$ cat src/hw/rtl/subsampling_auto_gain_ranger_assert.svh
// Assertion macros for the auto-gain ranger.
// Included by the top level; its macros expand to nothing when SYNTH is set.
`ifndef SUBSAMPLING_AUTO_GAIN_RANGER_ASSERT_SVH
`define SUBSAMPLING_AUTO_GAIN_RANGER_ASSERT_SVH
`ifndef SYNTH
`define SAGR_ASSERT_IMPL(label, clk, rst_n, ante, cons) \
	label: assert property (@(posedge clk) disable iff (!rst_n) (ante) |-> (cons)) \
	else $error("sagr assertion failed");
`define SAGR_ASSERT_NEXT(label, clk, rst_n, ante, cons) \
	label: assert property (@(posedge clk) disable iff (!rst_n) (ante) |=> (cons)) \
	else $error("sagr assertion failed");
`else
`define SAGR_ASSERT_IMPL(label, clk, rst_n, ante, cons)
`define SAGR_ASSERT_NEXT(label, clk, rst_n, ante, cons)
`endif
`endif

$ cat src/hw/rtl/sagr_pkg.sv
// Shared types and constants for the auto-gain ranger.
// No dependencies.
`default_nettype none
package sagr_pkg;

	localparam int ALPHA_BITS = 16;
	localparam int SAMPLE_W   = 12;
	localparam int GAIN_W     = 3;
	localparam logic [GAIN_W-1:0] GAIN_LIMIT = 3'd6;

	typedef enum logic [2:0] {
		REG_SUBSAMPLE_FACTOR,
		REG_LEVEL_ALPHA,
		REG_VALUE_ALPHA,
		REG_HIGH_THRESHOLD,
		REG_LOW_THRESHOLD,
		REG_MAX_GAIN
	} reg_idx_t;

	typedef struct packed {
		logic [GAIN_W-1:0] gain;
		logic              changed;
	} gain_dec_t;

endpackage
`default_nettype wire

$ cat src/hw/rtl/sagr_ema.sv
// Exponential mean update: acc + round(alpha * (x - acc) / 2^16).
// Uses sagr_pkg for the alpha width.
`default_nettype none
module sagr_ema #(
	parameter int ACC_W = 28
) (
	input  wire logic [ACC_W-1:0]                 acc,
	input  wire logic [ACC_W-1:0]                 x,
	input  wire logic [sagr_pkg::ALPHA_BITS-1:0]  alpha,
	output logic      [ACC_W-1:0]                 acc_next
);
	localparam int PW = ACC_W + sagr_pkg::ALPHA_BITS + 2;
	localparam logic [PW-1:0] ROUND = PW'(1) << (sagr_pkg::ALPHA_BITS - 1);

	logic signed [ACC_W:0]  diff;
	logic signed [PW-1:0]   prod;
	logic signed [PW-1:0]   step;

	// a*x + (2^16-a)*acc == 2^16*acc + a*(x-acc), so one signed multiply does it
	always_comb begin
		diff     = $signed({1'b0, x}) - $signed({1'b0, acc});
		prod     = diff * $signed({1'b0, alpha});
		step     = (prod + $signed(ROUND)) >>> sagr_pkg::ALPHA_BITS;
		acc_next = acc + step[ACC_W-1:0];
	end
endmodule
`default_nettype wire

$ cat src/hw/rtl/sagr_gain.sv
// Gain ranging decision: compares the fresh level mean with the thresholds,
// steps the gain and halves or doubles the level mean. Uses sagr_pkg.
`default_nettype none
module sagr_gain #(
	parameter int FRAC_W = 16
) (
	input  wire logic [FRAC_W+sagr_pkg::SAMPLE_W-1:0] level,
	input  wire logic [sagr_pkg::GAIN_W-1:0]          gain_in,
	input  wire logic [sagr_pkg::SAMPLE_W-1:0]        high_thr,
	input  wire logic [sagr_pkg::SAMPLE_W-1:0]        low_thr,
	input  wire logic [sagr_pkg::GAIN_W-1:0]          max_gain,
	output logic      [FRAC_W+sagr_pkg::SAMPLE_W-1:0] level_out,
	output sagr_pkg::gain_dec_t                       dec
);
	localparam int ACC_W = FRAC_W + sagr_pkg::SAMPLE_W;
	localparam int GW    = sagr_pkg::GAIN_W;

	logic [ACC_W-1:0]            high_q16;
	logic [ACC_W-1:0]            low_q16;
	logic [sagr_pkg::GAIN_W-1:0] limit;

	always_comb begin
		high_q16  = {high_thr, {FRAC_W{1'b0}}};
		low_q16   = {low_thr, {FRAC_W{1'b0}}};
		limit     = (max_gain > sagr_pkg::GAIN_LIMIT) ? sagr_pkg::GAIN_LIMIT : max_gain;
		level_out = level;
		dec.gain    = gain_in;
		dec.changed = 1'b0;
		// high test wins when the thresholds cross
		if (level > high_q16) begin
			if (gain_in != '0) begin
				dec.gain    = gain_in - GW'(1);
				dec.changed = 1'b1;
				level_out   = level >> 1;
			end
		end else if (level < low_q16) begin
			if (gain_in < limit) begin
				dec.gain    = gain_in + GW'(1);
				dec.changed = 1'b1;
				// saturate on doubling
				level_out   = level[ACC_W-1] ? {ACC_W{1'b1}} : {level[ACC_W-2:0], 1'b0};
			end
		end
	end
endmodule
`default_nettype wire

$ cat src/hw/rtl/subsampling_auto_gain_ranger.sv
// Subsampling auto-gain ranger, top level.
// Uses sagr_pkg, sagr_ema, sagr_gain and subsampling_auto_gain_ranger_assert.svh.
//
// Usage:
//  - Samples enter on in_valid/in_ready with the 12-bit sample field. Every
//    subsample_factor-th sample (a factor of zero acts as one) produces one
//    result transaction on out_valid/out_ready; the others are absorbed.
//  - An accepted sample is held in the input register, where the count, both
//    mean updates and the gain decision are evaluated; a result is then
//    registered in the output register, which drives out_valid, and waits
//    there until out_ready takes it.
//  - Throughput is one sample per cycle while the output is not stalled; the
//    state feedback (count, gain, means) closes within the single compute stage.
//  - If the receiver stalls, the output register holds the result and one
//    more sample waits in the input register; in_ready falls only when that
//    sample would emit into a still-full output register.
//  - Reset clears count, gain and both means and loads the default register
//    values. Configuration writes (cfg_we, cfg_index, cfg_data) take effect at
//    the next edge and are meant for idle periods; unknown indexes are ignored.
`default_nettype none
`include "subsampling_auto_gain_ranger_assert.svh"
module subsampling_auto_gain_ranger #(
	parameter int FRACTION_BITS = 16
) (
	input  wire logic        clk,
	input  wire logic        arst_n,
	input  wire logic        cfg_we,
	input  wire logic [2:0]  cfg_index,
	input  wire logic [15:0] cfg_data,
	input  wire logic        in_valid,
	output logic             in_ready,
	input  wire logic [11:0] sample,
	output logic             out_valid,
	input  wire logic        out_ready,
	output logic [17:0]      scaled_sample,
	output logic [11:0]      level_mean,
	output logic [11:0]      value_mean,
	output logic [2:0]       gain_step,
	output logic             gain_changed
);
	localparam int SW    = sagr_pkg::SAMPLE_W;
	localparam int GW    = sagr_pkg::GAIN_W;
	localparam int ACC_W = FRACTION_BITS + SW;

	// configuration
	logic [15:0]   factor_q;
	logic [15:0]   level_alpha_q;
	logic [15:0]   value_alpha_q;
	logic [SW-1:0] high_thr_q;
	logic [SW-1:0] low_thr_q;
	logic [GW-1:0] max_gain_q;

	// state
	logic [15:0]    count_q;
	logic [GW-1:0]  gain_q;
	logic [ACC_W-1:0] level_q;
	logic [ACC_W-1:0] value_q;

	// input stage
	logic          valid_s1;
	logic [SW-1:0] sample_s1;

	// output register
	logic          out_valid_q;
	logic [17:0]   scaled_q;
	logic [SW-1:0] level_mean_q;
	logic [SW-1:0] value_mean_q;
	logic [GW-1:0] gain_step_q;
	logic          gain_changed_q;

	logic [16:0]      count_inc;
	logic             emit_s1;
	logic             adv;
	logic [17:0]      scaled6;
	logic [ACC_W-1:0] level_x;
	logic [ACC_W-1:0] value_x;
	logic [ACC_W-1:0] level_mix;
	logic [ACC_W-1:0] value_mix;
	logic [ACC_W-1:0] level_adj;
	sagr_pkg::gain_dec_t dec;

	always_comb begin
		count_inc = {1'b0, count_q} + 17'd1;
		emit_s1   = !(count_inc < {1'b0, factor_q});
		adv       = valid_s1 && (!emit_s1 || !out_valid_q || out_ready);
		in_ready  = !valid_s1 || adv;
		scaled6   = {sample_s1, 6'b0} >> gain_q;
		level_x   = {sample_s1, {FRACTION_BITS{1'b0}}};
		value_x   = level_x >> gain_q;
	end

	sagr_ema #(.ACC_W(ACC_W)) u_level_ema (
		.acc      (level_q),
		.x        (level_x),
		.alpha    (level_alpha_q),
		.acc_next (level_mix)
	);

	sagr_ema #(.ACC_W(ACC_W)) u_value_ema (
		.acc      (value_q),
		.x        (value_x),
		.alpha    (value_alpha_q),
		.acc_next (value_mix)
	);

	sagr_gain #(.FRAC_W(FRACTION_BITS)) u_gain (
		.level     (level_mix),
		.gain_in   (gain_q),
		.high_thr  (high_thr_q),
		.low_thr   (low_thr_q),
		.max_gain  (max_gain_q),
		.level_out (level_adj),
		.dec       (dec)
	);

	// configuration registers
	always_ff @(posedge clk or negedge arst_n) begin
		if (!arst_n) begin
			factor_q      <= 16'd6;
			level_alpha_q <= 16'd66;
			value_alpha_q <= 16'd655;
			high_thr_q    <= 12'd2730;
			low_thr_q     <= 12'd1365;
			max_gain_q    <= 3'd6;
		end else if (cfg_we) begin
			unique case (cfg_index)
				sagr_pkg::REG_SUBSAMPLE_FACTOR: factor_q      <= cfg_data;
				sagr_pkg::REG_LEVEL_ALPHA:      level_alpha_q <= cfg_data;
				sagr_pkg::REG_VALUE_ALPHA:      value_alpha_q <= cfg_data;
				sagr_pkg::REG_HIGH_THRESHOLD:   high_thr_q    <= cfg_data[SW-1:0];
				sagr_pkg::REG_LOW_THRESHOLD:    low_thr_q     <= cfg_data[SW-1:0];
				sagr_pkg::REG_MAX_GAIN:         max_gain_q    <= cfg_data[GW-1:0];
				default: ;
			endcase
		end
	end

	// control and state
	always_ff @(posedge clk or negedge arst_n) begin
		if (!arst_n) begin
			valid_s1    <= 1'b0;
			out_valid_q <= 1'b0;
			count_q     <= '0;
			gain_q      <= '0;
			level_q     <= '0;
			value_q     <= '0;
		end else begin
			if (in_ready)
				valid_s1 <= in_valid;
			if (adv && emit_s1) begin
				out_valid_q <= 1'b1;
				count_q     <= '0;
				gain_q      <= dec.gain;
				level_q     <= level_adj;
				value_q     <= value_mix;
			end else begin
				if (out_ready)
					out_valid_q <= 1'b0;
				if (adv)
					count_q <= count_inc[15:0];
			end
		end
	end

	// payload
	always_ff @(posedge clk) begin
		if (in_valid && in_ready)
			sample_s1 <= sample;
		if (adv && emit_s1) begin
			scaled_q       <= scaled6;
			level_mean_q   <= level_adj[ACC_W-1:FRACTION_BITS];
			value_mean_q   <= value_mix[ACC_W-1:FRACTION_BITS];
			gain_step_q    <= dec.gain;
			gain_changed_q <= dec.changed;
		end
	end

	assign out_valid     = out_valid_q;
	assign scaled_sample = scaled_q;
	assign level_mean    = level_mean_q;
	assign value_mean    = value_mean_q;
	assign gain_step     = gain_step_q;
	assign gain_changed  = gain_changed_q;

	`SAGR_ASSERT_IMPL(a_out_gain_match, clk, arst_n, out_valid_q, gain_step_q == gain_q)
	`SAGR_ASSERT_NEXT(a_gain_hold, clk, arst_n, !(adv && emit_s1), gain_q == $past(gain_q))
	`SAGR_ASSERT_IMPL(a_gain_limit, clk, arst_n, 1'b1, gain_q <= sagr_pkg::GAIN_LIMIT)
	`SAGR_ASSERT_NEXT(a_count_clear, clk, arst_n, adv && emit_s1, count_q == '0)
endmodule
`default_nettype wire

$ cat config.mk
export PLATFORM = sky130hd
export DESIGN_NAME = subsampling_auto_gain_ranger
export DESIGN_NICKNAME = d
export VERILOG_FILES = /design/src/hw/rtl/sagr_pkg.sv /design/src/hw/rtl/sagr_ema.sv /design/src/hw/rtl/sagr_gain.sv /design/src/hw/rtl/subsampling_auto_gain_ranger.sv
export VERILOG_INCLUDE_DIRS = /design/src /design/src/hw/rtl
export SDC_FILE = /design/constraint.sdc
export NUM_CORES = 2
export LEC_CHECK = 0
export ABC_AREA = 1
export BUFFER_PORTS_ARGS = -buffer_cell sky130_fd_sc_hd__clkbuf_2
export CAP_MARGIN = 10
export CORE_MARGIN = 5
export CORE_UTILIZATION = 60
export CTS_CLUSTER_DIAMETER = 120
export DETAILED_ROUTE_END_ITERATION = 10
export GPL_TIMING_DRIVEN = 0
export PLACE_DENSITY_LB_ADDON = 0.3
export SLEW_MARGIN = 10
export SYNTH_ARGS = -nofsm -noshare
export SYNTH_HDL_FRONTEND = slang
export SYNTH_SLANG_ARGS = --single-unit
$ cat constraint.sdc
create_clock -name clk -period 11.4 [get_ports clk]
set_input_delay 1.14 -clock clk [delete_from_list [all_inputs] [get_ports clk]]
set_output_delay 1.14 -clock clk [all_outputs]
set_load 0.02 [all_outputs]
==> run metrics <==
status finished, final reports clean; cell taking the most area after synthesis fa_1; Placement Cell Area ~0.049 mm2; vias in the first global route 41,300; die area 0.0844 mm2; antenna violations before repair 4; # port buffers 83; first-pass GRT wire length approximately 230,000 um; number of remaining DRC errors 0; Yosys top cell area share 0.369; die height 290 um; GRT overflow 0; Tightest Pin Transition 1160 ps; Slowest-stage cell, CP fa_2; Multi-input gate area 0.0370 mm2; flops & latches, synth 210; Syn Inst Count about 6,000; ys async rst share 0.724; core box area 0.0777 mm2; Final min period 11,170 ps; Filler cells around 6,500; syn nets between 7,000 and 8,000; sum of net half-perimeters after detailed placement 122,000 um; Max Clock Skew 20.8 ps; post-synthesis sequential area ratio 0.118; via total after detailed routing just over 40,000; max_slew headroom 0.224; Worst Setup End Kind flip-flop; worst path required time between 10,000 and 15,000 ps; most frequent cell after synthesis inv_1; CTS Root Cell clkbuf_16; crit-path max FO 8; drt pass-1 iters 7; RSZ-0062 raised after global routing yes; fin area 0.0521 mm2; hold crit path type flip-flop to flip-flop; Final setup viols 0; DRT antenna net count 0; max cap viols 0; Area growth, synth to finish 10.5%; Final nets roughly 7,500; average size of a mapped cell 7.90 um2; Synth Cell Area 0.0472 mm2; CP dominant cell by count nand2_1; CTS Buf Count 24; die width 290 um; fin util 0.671; largest net degree at the start of global routing 79; CTS tree built; Final WS setup 235 ps; register area 0.00558 mm2; htree depth 1; Top FF cell, synth dfrtp_1; Starting Density 0.607; max-slew violation count 0; std cell rows approximately 100; slowest cell delay on critical path roughly 620 ps; fin crit share 0.979; CTS Sinks 210; post-synth cell types 60; top cells by area, synth fa_1 37%, inv_1 11%, ha_1 10%; Worst Path Arrival ~11,000 ps; worst-skew pair later-pin latency 550 ps; critical path startpoint category flip-flop; Worst-path clk slew 70 ps; Fmax 89.6 MHz; clock buffer depth 3; Synthesis Warnings 0; count of final hold-check violations 0; DR iter-0 viols about 3,700; post-place setup slack -2260 ps; Tot GR Track Use 0.344; Fin Setup TNS 0 ps; placer congestion estimate 0.993; vias per cell 5.70; Ports 84; Post-synth EDFFs 58; layout cell share with drive strength beyond 1 0.0962; total routed wirelength 148,000 um; most instantiated cells after synthesis 1,437 x inv_1, 1,173 x nand2_1, 870 x fa_1; hold_buf cts 0; Crit Path Category flip-flop to flip-flop; post-DR wirelength/cell 20.5 um
==> flip-flops by register name, indices dropped and copies added, names as in the netlist <==
name / cells
value_mean: 12
high_thr_q: 12
sample_s1: 12
count_q: 16
gain_q: 3
scaled_sample: 18
factor_q: 16
level_q: 28
gain_changed: 1
low_thr_q: 12
value_q: 28
level_alpha_q: 16
valid_s1: 1
out_valid: 1
value_alpha_q: 16
level_mean: 12
gain_step: 3
max_gain_q: 3
==> placed cells by master (no fill, tap or decap), types with 35 or more instances in the layout <==
cell type,n
xor2_1,72
nand2_1,1132
clkbuf_2,92
fa_1,857
ha_1,362
o21ai_0,226
nor2_1,609
clkbuf_1,115
edfxtp_1,58
inv_1,1419
or2_2,38
nand2_2,35
a21oi_1,203
xnor2_1,46
nand3_1,148
dfrtp_1,125
buf_4,79
==> path summary, 6_finish.rpt <==
| kind | start | to | slack, ps | cells past startpoint |
|---|---|---|---|---|
| min reg2reg | high_thr_q[6] | high_thr_q[6] | 480 | 2 |
| min | high_thr_q[6] | high_thr_q[6] | 480 | 2 |
| max in group asynchronous | arst_n | high_thr_q[5] | 9940 | 2 |
| max reg2reg | level_q[0] | level_mean[2] | 230 | 57 |
| max | level_q[0] | level_mean[2] | 230 | 57 |
| min in group asynchronous | arst_n | value_q[25] | 590 | 1 |
==> repair_timing <==
action                     in CTS  in global routing
setup endpoints to repair      72                 72
resized for setup             144                283
gates cloned                    0                  3
buffers inserted               29                 55
pin swaps                      16                 72
==> worst max-delay path, delay by kind of cell, from the launching register on <==
family	cells	cell delay [ps]
compound gates	9	1590
xor+xnor	3	850
fa+ha+maj	10	4230
buf+inv	13	1430
flops	1	390
simple gates	22	2370
==> through the flow <==
step	instances	hold slack [ps]
2_1_floorplan	5974	453
3_3_place_gp	7097	467
3_5_place_dp	7098	472
4_1_cts	7171	488
5_1_grt	7226	508
6_report	7232	484
==> cell families after synthesis <==
kind of cell,Yosys count,synth area share
multiplexers,4,0.000849
AO/OA/AOI/OAI,595,0.0689
flip-flops,210,0.118
buffers and inverters,1625,0.130
XOR/XNOR,150,0.0283
AND/OR/NAND/NOR,2132,0.182
adder cells (fa/ha/maj),1258,0.472
==> routing by layer <==
| metal | vias to the layer above | part of all wire | track usage |
|---|---|---|---|
| met4 | 2 | 0.042 | 0.117 |
| met1 | 20300 | 0.40 | 0.484 |
| met5 | - | 0.000047 | 0 |
| met3 | 398 | 0.12 | 0.0877 |
| met2 | 2286 | 0.44 | 0.527 |
| li1 | 18300 | - | - |
==> cell type report <==
type / count / area share
repair buffers: 170 / 0.0225
plain buffers: 149 / 0.0134
inverters: 1473 / 0.107
clock inverters: 16 / 0.00305
multi-input cells: 4140 / 0.709
diodes: 6 / 0.000288
clock buffers: 28 / 0.0126
well taps: 1040 / 0.0250
flip-flops and latches: 210 / 0.107
Power is left out: the tool's default activity adds up to more than one toggle a clock period on the data nets, which glitch-free logic cannot reach.
